File: src/hdl/point_line_mean_sq_distance_defines.svh
// Assertion macros for the point-to-line distance block.
// Used by the top level; relies on clk and rst in the including scope.
`ifndef POINT_LINE_MEAN_SQ_DISTANCE_DEFINES_SVH
`define POINT_LINE_MEAN_SQ_DISTANCE_DEFINES_SVH

// same-cycle implication
`define PLMSD_ASSERT_NOW(label, ante, cons) \
  label: assert property (@(posedge clk) disable iff (rst) (ante) |-> (cons)) \
    else $error("plmsd check failed");

// next-cycle implication
`define PLMSD_ASSERT_NEXT(label, ante, cons) \
  label: assert property (@(posedge clk) disable iff (rst) (ante) |=> (cons)) \
    else $error("plmsd check failed");

`endif

File: src/hdl/plmsd_pkg.sv
// Shared types and constants for the point-to-line distance block.
// No dependencies.
package plmsd_pkg;

  localparam int MAX_POINTS_DEF = 64;
  localparam int QDEPTH         = 2;
  localparam int QCNT_W         = $clog2(QDEPTH + 1);
  localparam int CFG_IDX_W      = 8;

  localparam logic [CFG_IDX_W-1:0] REG_OFFSET_X = 8'd0;
  localparam logic [CFG_IDX_W-1:0] REG_SLOPE_X  = 8'd1;
  localparam logic [CFG_IDX_W-1:0] REG_OFFSET_Y = 8'd2;
  localparam logic [CFG_IDX_W-1:0] REG_SLOPE_Y  = 8'd3;

  // hit relative to the line point, as queued between front and back
  typedef struct packed {
    logic signed [32:0] wx;
    logic signed [32:0] wy;
    logic signed [31:0] hz;
    logic               last;
  } hit_item_t;

  typedef struct packed {
    logic [QCNT_W-1:0] count;
    logic              full;
  } q_stat_t;

  typedef enum logic [2:0] {
    S_IDLE,
    S_MUL,
    S_CHK,
    S_DIV,
    S_ACC,
    S_MEAN,
    S_OUT
  } back_state_t;

endpackage

File: src/hdl/plmsd_front.sv
// Front end: takes hit items, forms offsets from the line point, queues them.
// Depends on plmsd_pkg.
module plmsd_front
  import plmsd_pkg::*;
(
  input  logic               clk,
  input  logic               rst,
  input  logic               in_valid,
  output logic               in_ready,
  input  logic signed [31:0] hit_x,
  input  logic signed [31:0] hit_y,
  input  logic signed [31:0] hit_z,
  input  logic               last_hit,
  input  logic signed [31:0] offset_x,
  input  logic signed [31:0] offset_y,
  output logic               q_valid,
  output hit_item_t          q_item,
  input  logic               q_pop,
  output q_stat_t            q_stat
);

  localparam int PW = (QDEPTH > 1) ? $clog2(QDEPTH) : 1;

  hit_item_t         slots [QDEPTH];
  logic [PW-1:0]     wr_ptr, rd_ptr;
  logic [QCNT_W-1:0] count;
  hit_item_t         new_item;
  logic              push, pop;

  assign in_ready = (count < QCNT_W'(QDEPTH));
  assign push     = in_valid && in_ready;
  assign pop      = q_pop && (count != '0);
  assign q_valid  = (count != '0);
  assign q_item   = slots[rd_ptr];
  assign q_stat   = '{count: count, full: !in_ready};

  always_comb begin
    new_item.wx   = 33'(hit_x) - 33'(offset_x);
    new_item.wy   = 33'(hit_y) - 33'(offset_y);
    new_item.hz   = hit_z;
    new_item.last = last_hit;
  end

  always_ff @(posedge clk) begin
    if (rst) begin
      wr_ptr <= '0;
      rd_ptr <= '0;
      count  <= '0;
    end else begin
      if (push) begin
        slots[wr_ptr] <= new_item;
        wr_ptr <= (wr_ptr == PW'(QDEPTH - 1)) ? '0 : wr_ptr + 1'b1;
      end
      if (pop) rd_ptr <= (rd_ptr == PW'(QDEPTH - 1)) ? '0 : rd_ptr + 1'b1;
      count <= count + QCNT_W'(push) - QCNT_W'(pop);
    end
  end

endmodule

File: config.mk
export PLATFORM = sky130hd
export DESIGN_NAME = plmsd_front
export DESIGN_NICKNAME = d
export VERILOG_FILES = /design/src/hdl/point_line_mean_sq_distance_defines.svh /design/src/hdl/plmsd_pkg.sv /design/src/hdl/plmsd_front.sv
export SDC_FILE = /design/constraint.sdc
export NUM_CORES = 1
export LEC_CHECK = 0
export ABC_AREA = 1
export BUFFER_PORTS_ARGS = -buffer_cell sky130_fd_sc_hd__buf_4
export CAP_MARGIN = 20
export CORE_AREA = 3 3 209 211
export CTS_CLUSTER_DIAMETER = 60
export CTS_CLUSTER_SIZE = 12
export DETAILED_ROUTE_END_ITERATION = 12
export DIE_AREA = 0 0 212 214
export SETUP_SLACK_MARGIN = 0.2
export SYNTH_ARGS = -nofsm -noshare
export SYNTH_HDL_FRONTEND = slang
export SYNTH_SLANG_ARGS = --single-unit
File: constraint.sdc
create_clock -name clk -period 11.8 [get_ports clk]
set_clock_uncertainty 0.15 [all_clocks]
set_input_delay 1.77 -clock clk [delete_from_list [all_inputs] [get_ports clk]]
set_output_delay 1.77 -clock clk [all_outputs]
set_load 0.03 [all_outputs]
======== After elaboration in Yosys (flattened, before gate mapping) ========
Memories as Yosys holds them, arrays and structs flattened. A register that Yosys moved wholly into a read port is not among the register bits.
Cells that the tools add are included.
operators by class
  add/sub/neg operators ................... 6
  multiply operators ...................... 0
  div/mod/pow operators ................... 0
  magnitude comparators ................... 1
  eq/ne operators ......................... 0
  shifts and indexed selects .............. 0
  multiplexer cells ....................... 7
  bitwise operators ....................... 0
  reductions and logical operators ........ 4
operators with widths
  cell                                                count
  32-bit by 32-bit subtractor with 33-bit output      2
  1-bit 2-to-1 mux                                    7
  1-bit adder (second input constant)                 2
  2-bit by 1-bit adder with 2-bit output              1
  1-bit logical AND                                   2
  2-bit less-than comparator (second input constant)  1
  2-bit nonzero test                                  1
  2-bit by 1-bit subtractor with 2-bit output         1
  1-bit logical NOT                                   1
word-level totals
  bits in registers ....................... 4
  latch bits .............................. 0
  RAM bits ................................ 198
  ROM bits ................................ 0
  input port bits ......................... 165
  output and inout bits ................... 104
  word-level logic and storage cells ...... 22
  memories ................................ 1
memories
  memory  depth  width  read ports  clocked after memory_dff  write ports  line               source
  slots   2      99     1           1                         1            plmsd_front.sv:24  hit_item_t slots [QDEPTH];

======== Longest topological paths before layout ========
Gate-level depths: netlist of the first run.
  depth in word-level cells ............... 5
  depth in mapped cells ................... 14
  depth with buffers taken out ............ 14

======== Worst setup path after synthesis of the first run ========
Ideal clock, no wire load.
  kind .................................... input to register
  start point ............................. input in_valid
  end point ............................... memory slots[1][0] (netlist bit) (enable)
  library setup time ...................... 678 ps
  data arrival time ....................... 8562 ps
  required time ........................... 10972 ps
  slack ................................... 2411 ps
  stages .................................. 2
  buffers on the path ..................... 0
  cells stage by stage .................... nand2_1 > nor3_1
on the way
  longest elaborated chain between the ends .. 4
ends and longest elaborated chain
  element                                 line               source
  from (decl)                             plmsd_front.sv:8   input logic in_valid,
  1-bit logical AND                       plmsd_front.sv:31  assign push = in_valid && in_ready;
  1-bit 2-to-1 mux                        plmsd_front.sv:50  if (push) begin
  1-bit 2-to-1 mux                        plmsd_front.sv:45  if (rst) begin
  1-bit 2-to-1 mux (not written as such)  plmsd_front.sv:51  slots[wr_ptr] <= new_item;
  to (decl)                               plmsd_front.sv:24
Every way passes these cells.

==> report_table.html, run 1 <==
<table>
<tr><th>Metric</th><th>Value</th></tr>
<tr><th colspan="2">Clocking</th></tr>
<tr><td>Clock insertion delay at the later pin of the skew report</td><td>520 ps</td></tr>
<tr><td>Clock-pin transition on the worst setup and hold timing paths</td><td>60 ps</td></tr>
<tr><td>H-tree depth</td><td>1</td></tr>
<tr><td>Longest Clk Path Bufs</td><td>3</td></tr>
<tr><td>Number of sinks driven by the clock tree</td><td>203</td></tr>
<tr><td>CTS resizes</td><td>0</td></tr>
<tr><td>Total clock buffers created by CTS</td><td>24</td></tr>
<tr><td># Post-CTS Setup Buffers</td><td>0</td></tr>
<tr><td>Clock tree root buffer cell</td><td>sky130_fd_sc_hd__clkbuf_16</td></tr>
<tr><td>TritonCTS clock tree</td><td>built</td></tr>
<tr><td>Number of hold-repair buffers added at the cts stage</td><td>0</td></tr>
<tr><th colspan="2">Logic synthesis</th></tr>
<tr><td>Share of cell area taken by muxes after synthesis</td><td>8.90%</td></tr>
<tr><td>Synthesized netlist net count</td><td>1685</td></tr>
<tr><td>Main flop type after synthesis</td><td>sky130_fd_sc_hd__edfxtp_1</td></tr>
<tr><td>Area share of and/or/nand/nor cells after synthesis</td><td>21.3%</td></tr>
<tr><td>Xor and xnor area share after synthesis</td><td>2.17%</td></tr>
<tr><td>Area fraction of the dominant cell type after synthesis</td><td>47.5%</td></tr>
<tr><td>Post-synthesis sequential element count</td><td>203</td></tr>
<tr><td>Fraction of the mapped netlist area in adder cells</td><td>6.91%</td></tr>
<tr><td>Warnings from Yosys</td><td>0</td></tr>
<tr><td>Post-synth EDFFs</td><td>198</td></tr>
<tr><td>Largest cells by area after synthesis</td><td>sky130_fd_sc_hd__edfxtp_1, sky130_fd_sc_hd__nand2_1, sky130_fd_sc_hd__inv_1, sky130_fd_sc_hd__mux2_2, sky130_fd_sc_hd__ha_1</td></tr>
<tr><td>Synth Cell Area</td><td>12500 um^2</td></tr>
<tr><td>Main combinational cell family by area after synthesis</td><td>simple AND/OR/NAND/NOR gates</td></tr>
<tr><td>Post-synthesis async set-or-reset flop share</td><td>0%</td></tr>
<tr><td>Average instance area after synthesis</td><td>8.62 um^2</td></tr>
<tr><td>Count of different cell masters after synthesis</td><td>27</td></tr>
<tr><td>Gate count of the mapped netlist</td><td>1452</td></tr>
<tr><td>Compound-cell area share of the yosys netlist</td><td>2.10%</td></tr>
<tr><td>Share of synthesized area occupied by flip-flops and latches</td><td>48.3%</td></tr>
<tr><td>Cell taking the most area after synthesis</td><td>sky130_fd_sc_hd__edfxtp_1</td></tr>
<tr><th colspan="2">Power</th></tr>
<tr><td>Internal power</td><td>1.66 mW</td></tr>
<tr><td>Fraction of power spent switching nets</td><td>34.3%</td></tr>
<tr><td>Clock group share of total power</td><td>27.6%</td></tr>
<tr><td>Switching power total</td><td>0.867 mW</td></tr>
<tr><td>Worst supply voltage drop on vdd</td><td>0.000109 V</td></tr>
<tr><td>Logic pwr share</td><td>35.3%</td></tr>
<tr><td>Pwr/cell area</td><td>159 nW/um^2</td></tr>
<tr><td>Share of power burned in registers</td><td>37.1%</td></tr>
<tr><td>Leakage</td><td>7.99 nW</td></tr>
<tr><th colspan="2">STA</th></tr>
<tr><td>Worst slew pin tran</td><td>841 ps</td></tr>
<tr><td>Shortest clock period the worst path allows after layout</td><td>4590 ps</td></tr>
<tr><td>Max-slew violation total from the final report</td><td>0</td></tr>
<tr><td>F_max</td><td>218 MHz</td></tr>
<tr><td>Number of hold violations in the final report</td><td>0</td></tr>
<tr><td>Total negative setup slack</td><td>0 ps</td></tr>
<tr><td>Normalized max-slew margin</td><td>44.0%</td></tr>
<tr><td>RSZ-0062 raised after global routing</td><td>false</td></tr>
<tr><td>Count of final setup violators</td><td>0</td></tr>
<tr><td>Final clock period utilization by the worst path</td><td>38.9%</td></tr>
<tr><th colspan="2">Detailed routing</th></tr>
<tr><td>Via density</td><td>4.35</td></tr>
<tr><td>DRT iter0 DRCs</td><td>619</td></tr>
<tr><td>Count of nets left with antenna violations after detail routing</td><td>0</td></tr>
<tr><td>Drt total wl</td><td>34200 um</td></tr>
<tr><td>Number of design rule violations left after detail routing</td><td>0</td></tr>
<tr><td>Average wire per cell in the routed design</td><td>14.9 um</td></tr>
<tr><td>Length of the first detailed-routing pass in iterations</td><td>5</td></tr>
<tr><td>Total via count in the routed design</td><td>9977</td></tr>
<tr><th colspan="2">Setup path</th></tr>
<tr><td>Kind of cell with the highest combined delay on the critical path</td><td>buffers and inverters</td></tr>
<tr><td>Endpoint of the worst register-to-register path</td><td>slots[0][54]</td></tr>
<tr><td>Most frequent cell on the critical path</td><td>sky130_fd_sc_hd__buf_4</td></tr>
<tr><td>Number of cells traversed by the worst register-to-register path</td><td>5</td></tr>
<tr><td>Delay of the slowest cell on the worst path</td><td>760 ps</td></tr>
<tr><td>CP Cell Sequence</td><td>buf_4 &gt; mux2_2 &gt; buf_4</td></tr>
<tr><td>Critical path launch point type</td><td>register</td></tr>
<tr><td>Required time of the critical path</td><td>9880 ps</td></tr>
<tr><td>Max Fanout on Critical Path</td><td>55</td></tr>
<tr><td>Data arrival time of the critical path</td><td>2670 ps</td></tr>
<tr><td>CP bufs+invs</td><td>2</td></tr>
<tr><td>Critical-path top delay cell</td><td>sky130_fd_sc_hd__dfxtp_4</td></tr>
<tr><td>Reg-to-reg critical path startpoint</td><td>count[1]</td></tr>
<tr><td>Worst Setup Path Type</td><td>register to primary output</td></tr>
<tr><td>Setup slack, reg-to-reg</td><td>9190 ps</td></tr>
<tr><td>CP Capture Type</td><td>primary output</td></tr>
<tr><th colspan="2">Global routing</th></tr>
<tr><td>Total GRT Usage</td><td>14.7%</td></tr>
<tr><td>Antenna violations before repair</td><td>2</td></tr>
<tr><td>Most Crowded Layer GR</td><td>met2</td></tr>
<tr><td>Met3 global-route usage</td><td>2.28%</td></tr>
<tr><td>Remaining global-route overflow</td><td>0</td></tr>
<tr><td>Largest net degree at the start of global routing</td><td>57</td></tr>
<tr><td>Number of global-route vias before repair</td><td>9997</td></tr>
<tr><td>Met2 Usage GRT</td><td>24.0%</td></tr>
<tr><td>Wire length of the first global-routing pass</td><td>53500 um</td></tr>
<tr><td>Met1 routing resource usage after global routing</td><td>20.4%</td></tr>
<tr><th colspan="2">Layout</th></tr>
<tr><td>Most frequent cells in the layout</td><td>sky130_fd_sc_hd__nand2_1, sky130_fd_sc_hd__inv_1, sky130_fd_sc_hd__buf_4</td></tr>
<tr><td>Total number of nets in the final design</td><td>1970</td></tr>
<tr><td>Area growth from synthesis to final layout</td><td>27.2%</td></tr>
<tr><td>Final antenna diode count</td><td>0</td></tr>
<tr><td>Non-filler cells, final</td><td>2292</td></tr>
<tr><td>Proportion of layout cells with a drive suffix above 1</td><td>24.6%</td></tr>
<tr><td>Most common library cell in the layout ignoring fill and taps</td><td>sky130_fd_sc_hd__nand2_1</td></tr>
<tr><th colspan="2">Place</th></tr>
<tr><td>Final estimated routing congestion in global placement</td><td>0.887</td></tr>
<tr><td>Placed cell count</td><td>2250</td></tr>
<tr><td>Post-detailed-placement half-perimeter wirelength</td><td>26700 um</td></tr>
<tr><td>IO Port Bufs</td><td>268</td></tr>
<tr><th colspan="2">Die</th></tr>
<tr><td>Starting density of the core</td><td>29.9%</td></tr>
<tr><td>Num rows</td><td>75</td></tr>
<tr><td>Core area</td><td>41900 um^2</td></tr>
<tr><td>Die Y-Extent</td><td>214 um</td></tr>
<tr><td>Horizontal die dimension</td><td>212 um</td></tr>
<tr><td>Die Footprint</td><td>45400 um^2</td></tr>
<tr><td>I/O pin cnt</td><td>269</td></tr>
<tr><th colspan="2">Run</th></tr>
<tr><td>Number of maximum-capacitance violations</td><td>0</td></tr>
<tr><th colspan="2">Worst hold path</th></tr>
<tr><td>WHS Path Cells</td><td>2</td></tr>
<tr><td>Start point of the worst min-delay path</td><td>wr_ptr</td></tr>
<tr><td>End point of the most critical hold path</td><td>wr_ptr</td></tr>
<tr><td>Path type of the worst min-delay path</td><td>register to register</td></tr>
<tr><th colspan="2">Status</th></tr>
<tr><td>Status</td><td>complete, no violations</td></tr>
</table>
## area by class of cell
type,instances,area (um^2)
clock inverters,8,95.1
clock buffers,34,658
inverters,321,1200
repair buffers,273,2050
flip-flops and latches,203,6050
fillers,4253,26000
multi-input cells,914,5200
well taps,539,674
## worst min-delay path, cell delays in order (launching register included)
cell	delay [ps]
sky130_fd_sc_hd__dfxtp_1	310
sky130_fd_sc_hd__nand2_1	60
sky130_fd_sc_hd__a21oi_1	60
## state kept, by name (all words and copies together) (netlist names), named ones only
signal  flops
count       2
rd_ptr      1
slots     198
wr_ptr      1
## kinds of logic after synthesis
| kind of cell | after synthesis |
|---|---|
| xor+xnor | 31 |
| simple gates | 667 |
| compound gates | 49 |
| mux | 99 |
| buf+inv | 335 |
| flops | 203 |
| fa+ha+maj | 68 |
## metal layers
metal	vias up	routed length, um	part of all wire [%]
met3	54	2080	6.1
li1	5128	-	-
met2	264	15400	45
met5	-	23	0.067
met1	4527	15800	46
met4	4	788	2.3
## metrics by stage
step                      util [%]  setup slack [ps]  hold WS [ps]  total power, mW  cell area, um^2
final                         38.0              7210           332             2.53            15900
after global routing          38.0              7060           354             2.67            15900
after CTS                     38.0              7150           332             2.57            15900
after detailed placement      36.2              7740           324             1.85            15200
after global placement        36.2              7790           303             1.84            15200
after floorplan                  -              2410           284             1.54            12500
## Yosys cell counts, types with 4 or more instances
master and count:
sky130_fd_sc_hd__inv_1 321, sky130_fd_sc_hd__dfxtp_1 5, sky130_fd_sc_hd__and2_1 4, sky130_fd_sc_hd__nor3_1 5
sky130_fd_sc_hd__nand4_1 8, sky130_fd_sc_hd__xnor2_1 5, sky130_fd_sc_hd__nor2_1 85, sky130_fd_sc_hd__edfxtp_1 198
sky130_fd_sc_hd__ha_1 66, sky130_fd_sc_hd__mux2_2 99, sky130_fd_sc_hd__nand2_2 16, sky130_fd_sc_hd__buf_4 4
sky130_fd_sc_hd__nand3_1 45, sky130_fd_sc_hd__a21oi_1 43, sky130_fd_sc_hd__xor2_1 26, sky130_fd_sc_hd__buf_2 9
sky130_fd_sc_hd__nand2_1 496
## power groups by stage
stage                     clock, mW  combinational, mW  sequential (mW)
after global placement            0              0.889            0.956
after CTS                     0.724              0.905            0.938
after floorplan                   0              0.600            0.940
final                         0.697              0.892            0.937
after global routing          0.751              0.973            0.945
after detailed placement          0              0.899            0.951
## how the worst max path moves through the flow
stage / from / endpoint / slack, ps / cells after the start
5_1_grt: register / q_item[67] / 7060 / 3
4_1_cts: register / q_item[61] / 7150 / 3
3_3_place_gp: register / q_item[56] / 7790 / 3
2_1_floorplan: in_valid / slots[1][0] / 2410 / 2
6_report: register / q_item[67] / 7210 / 3
3_5_place_dp: register / q_item[56] / 7740 / 3
Note: power is estimated with default switching activity, not from simulation.
==> run 2, diff against run 1 <==
==> constraint.sdc (replaced) <==
create_clock -name clk -period 4 [get_ports clk]
set_clock_uncertainty 0.15 [all_clocks]
set_input_delay 0.6 -clock clk [delete_from_list [all_inputs] [get_ports clk]]
set_output_delay 0.6 -clock clk [all_outputs]
set_load 0.03 [all_outputs]
==> run 2 against run 1 <==
Critical path depth unchanged. Non-clock buffer count unchanged. Cell count increased by 0.44%. Clock power increased to 3.5 times the previous value. Global-route usage about the same. Critical path type unchanged. Count of clock-buffer cells in the layout unchanged. Utilization increased by 0.47 points.
==> report_table.html, run 2 (synthesis gave the netlist of run 1 again) <==
<table>
<tr><th>Metric</th><th>Value</th></tr>
<tr><th colspan="2">Layout</th></tr>
<tr><td>Proportion of layout cells with a drive suffix above 1</td><td>25.3%</td></tr>
<tr><td>Final antenna diode count</td><td>0</td></tr>
<tr><td>Largest registers ranked by flip-flop count</td><td>slots: 198 flops, count: 2 flops</td></tr>
<tr><td>Register with the highest flop count</td><td>slots</td></tr>
<tr><td>Area growth from synthesis to final layout</td><td>28.8%</td></tr>
<tr><td>Most frequent cells in the layout</td><td>sky130_fd_sc_hd__nand2_1, sky130_fd_sc_hd__inv_1, sky130_fd_sc_hd__buf_4</td></tr>
<tr><td>Total number of nets in the final design</td><td>1975</td></tr>
<tr><td>Most common library cell in the layout ignoring fill and taps</td><td>sky130_fd_sc_hd__nand2_1</td></tr>
<tr><td>FILL cells</td><td>4326</td></tr>
<tr><td>Max reg flops</td><td>198</td></tr>
<tr><th colspan="2">Clocking</th></tr>
<tr><td>Clock-pin transition on the worst setup and hold timing paths</td><td>60 ps</td></tr>
<tr><td>Total clock buffers created by CTS</td><td>29</td></tr>
<tr><td>CTS resizes</td><td>0</td></tr>
<tr><td>Longest Clk Path Bufs</td><td>3</td></tr>
<tr><td>Clock tree root buffer cell</td><td>sky130_fd_sc_hd__clkbuf_16</td></tr>
<tr><td>Number of sinks driven by the clock tree</td><td>203</td></tr>
<tr><td>H-tree depth</td><td>1</td></tr>
<tr><td>Number of hold-repair buffers added at the cts stage</td><td>0</td></tr>
<tr><td># Post-CTS Setup Buffers</td><td>0</td></tr>
<tr><td>TritonCTS clock tree</td><td>built</td></tr>
<tr><td>Clock insertion delay at the later pin of the skew report</td><td>550 ps</td></tr>
<tr><th colspan="2">Global routing</th></tr>
<tr><td>Remaining global-route overflow</td><td>0</td></tr>
<tr><td>Met1 routing resource usage after global routing</td><td>19.8%</td></tr>
<tr><td>Most Crowded Layer GR</td><td>met2</td></tr>
<tr><td>Met3 global-route usage</td><td>3.43%</td></tr>
<tr><td>Largest net degree at the start of global routing</td><td>100</td></tr>
<tr><td>Met2 Usage GRT</td><td>24.2%</td></tr>
<tr><td>Antenna violations before repair</td><td>1</td></tr>
<tr><td>Number of global-route vias before repair</td><td>10200</td></tr>
<tr><td>Total GRT Usage</td><td>14.7%</td></tr>
<tr><td>Wire length of the first global-routing pass</td><td>53600 um</td></tr>
<tr><th colspan="2">Worst hold path</th></tr>
<tr><td>WHS Path Cells</td><td>1</td></tr>
<tr><td>Path type of the worst min-delay path</td><td>primary input to register</td></tr>
<tr><th colspan="2">Setup path</th></tr>
<tr><td>Max Fanout on Critical Path</td><td>99</td></tr>
<tr><td>Required time of the critical path</td><td>3250 ps</td></tr>
<tr><td>Worst Setup Path Type</td><td>register to primary output</td></tr>
<tr><td>Critical path launch point type</td><td>register</td></tr>
<tr><td>Data arrival time of the critical path</td><td>2090 ps</td></tr>
<tr><td>Number of cells traversed by the worst register-to-register path</td><td>4</td></tr>
<tr><td>Setup slack, reg-to-reg</td><td>2010 ps</td></tr>
<tr><td>CP Capture Type</td><td>primary output</td></tr>
<tr><th colspan="2">Detailed routing</th></tr>
<tr><td>Drt total wl</td><td>34100 um</td></tr>
<tr><td>Count of nets left with antenna violations after detail routing</td><td>0</td></tr>
<tr><td>Via density</td><td>4.38</td></tr>
<tr><td>Number of design rule violations left after detail routing</td><td>0</td></tr>
<tr><td>DRT iter0 DRCs</td><td>527</td></tr>
<tr><td>Total via count in the routed design</td><td>10100</td></tr>
<tr><td>Length of the first detailed-routing pass in iterations</td><td>4</td></tr>
<tr><td>Average wire per cell in the routed design</td><td>14.8 um</td></tr>
<tr><th colspan="2">Die</th></tr>
<tr><td>I/O pin cnt</td><td>269</td></tr>
<tr><td>Starting density of the core</td><td>29.9%</td></tr>
<tr><td>Core area</td><td>41900 um^2</td></tr>
<tr><td>Num rows</td><td>75</td></tr>
<tr><td>Horizontal die dimension</td><td>212 um</td></tr>
<tr><td>Die Y-Extent</td><td>214 um</td></tr>
<tr><td>Die Footprint</td><td>45400 um^2</td></tr>
<tr><th colspan="2">STA</th></tr>
<tr><td>F_max</td><td>353 MHz</td></tr>
<tr><td>Number of hold violations in the final report</td><td>0</td></tr>
<tr><td>Shortest clock period the worst path allows after layout</td><td>2840 ps</td></tr>
<tr><td>Final worst-path setup slack</td><td>1160 ps</td></tr>
<tr><td>Total negative setup slack</td><td>0 ps</td></tr>
<tr><td>Worst slew pin tran</td><td>908 ps</td></tr>
<tr><td>RSZ-0062 raised after global routing</td><td>false</td></tr>
<tr><td>Normalized max-slew margin</td><td>39.4%</td></tr>
<tr><td>Final clock period utilization by the worst path</td><td>70.9%</td></tr>
<tr><td>Count of final setup violators</td><td>0</td></tr>
<tr><td>Max-slew violation total from the final report</td><td>0</td></tr>
<tr><th colspan="2">Place</th></tr>
<tr><td>Final estimated routing congestion in global placement</td><td>0.878</td></tr>
<tr><td>Post-detailed-placement half-perimeter wirelength</td><td>26000 um</td></tr>
<tr><td>Post-place setup slack</td><td>1330 ps</td></tr>
<tr><td>IO Port Bufs</td><td>268</td></tr>
<tr><th colspan="2">Power</th></tr>
<tr><td>Leakage</td><td>8.08 nW</td></tr>
<tr><td>Pwr/cell area</td><td>489 nW/um^2</td></tr>
<tr><td>Worst supply voltage drop on vdd</td><td>0.000365 V</td></tr>
<tr><th colspan="2">Run</th></tr>
<tr><td>Number of maximum-capacitance violations</td><td>0</td></tr>
<tr><th colspan="2">Status</th></tr>
<tr><td>Status</td><td>complete, no violations</td></tr>
</table>
==> run 2: cell types whose count changed in the layout (fill, tap and decap cells not counted), sizes merged <==
| cell | previous run | this run |
|---|---|---|
| clkinv | 3 | 2 |
| inv | 324 | 331 |
| clkinvlp | 1 | 5 |
==> run 2: final timing paths <==
check | start | to
setup / recovery | register | q_item[94]
hold / removal | hit_z[22] | slots[0][23]
setup reg to reg | count[1] | slots[0][74]
hold reg to reg | wr_ptr | wr_ptr
==> run 2: critical path: stages, from the launching register on <==
cell	delay, ps
sky130_fd_sc_hd__dfxtp_4	350
sky130_fd_sc_hd__buf_12	470
sky130_fd_sc_hd__mux2_2	460
sky130_fd_sc_hd__buf_4	190
==> run 2: where the power goes <==
part           internal [mW]  switching, mW
Sequential              2.65         0.0479
Combinational           1.04           1.71
Clock                   1.43           1.02
Total                   5.11           2.78
==> run 2: area by class of cell <==
type                    count  area, um^2  share of cell area, %
clock buffers              34         744                   4.62
flip-flops and latches    203        6050                   37.5
well taps                 539         674                   4.18
clock inverters            18         174                   1.08
inverters                 321        1200                   7.47
multi-input cells         914        5200                   32.3
repair buffers            273        2070                   12.9
==> run 2: metal layers <==
metal	wire length (um)	part of all wire, %
met5	20	0.059
met4	578	1.7
met3	2500	7.3
met2	15400	45
met1	15600	46
==> run 2: metrics by stage <==
step | util [%] | cells | cell area [um^2] | power (mW) | hold WS [ps]
6_report | 38.4 | 2302 | 16100 | 7.89 | 76.3
2_1_floorplan | - | 1452 | 12500 | 4.52 | 285
3_3_place_gp | 36.3 | 2250 | 15200 | 5.50 | 300
5_1_grt | 38.4 | 2302 | 16100 | 8.33 | 33.8
4_1_cts | 38.4 | 2302 | 16100 | 8.03 | 28.4
3_5_place_dp | 36.3 | 2250 | 15200 | 5.52 | 306
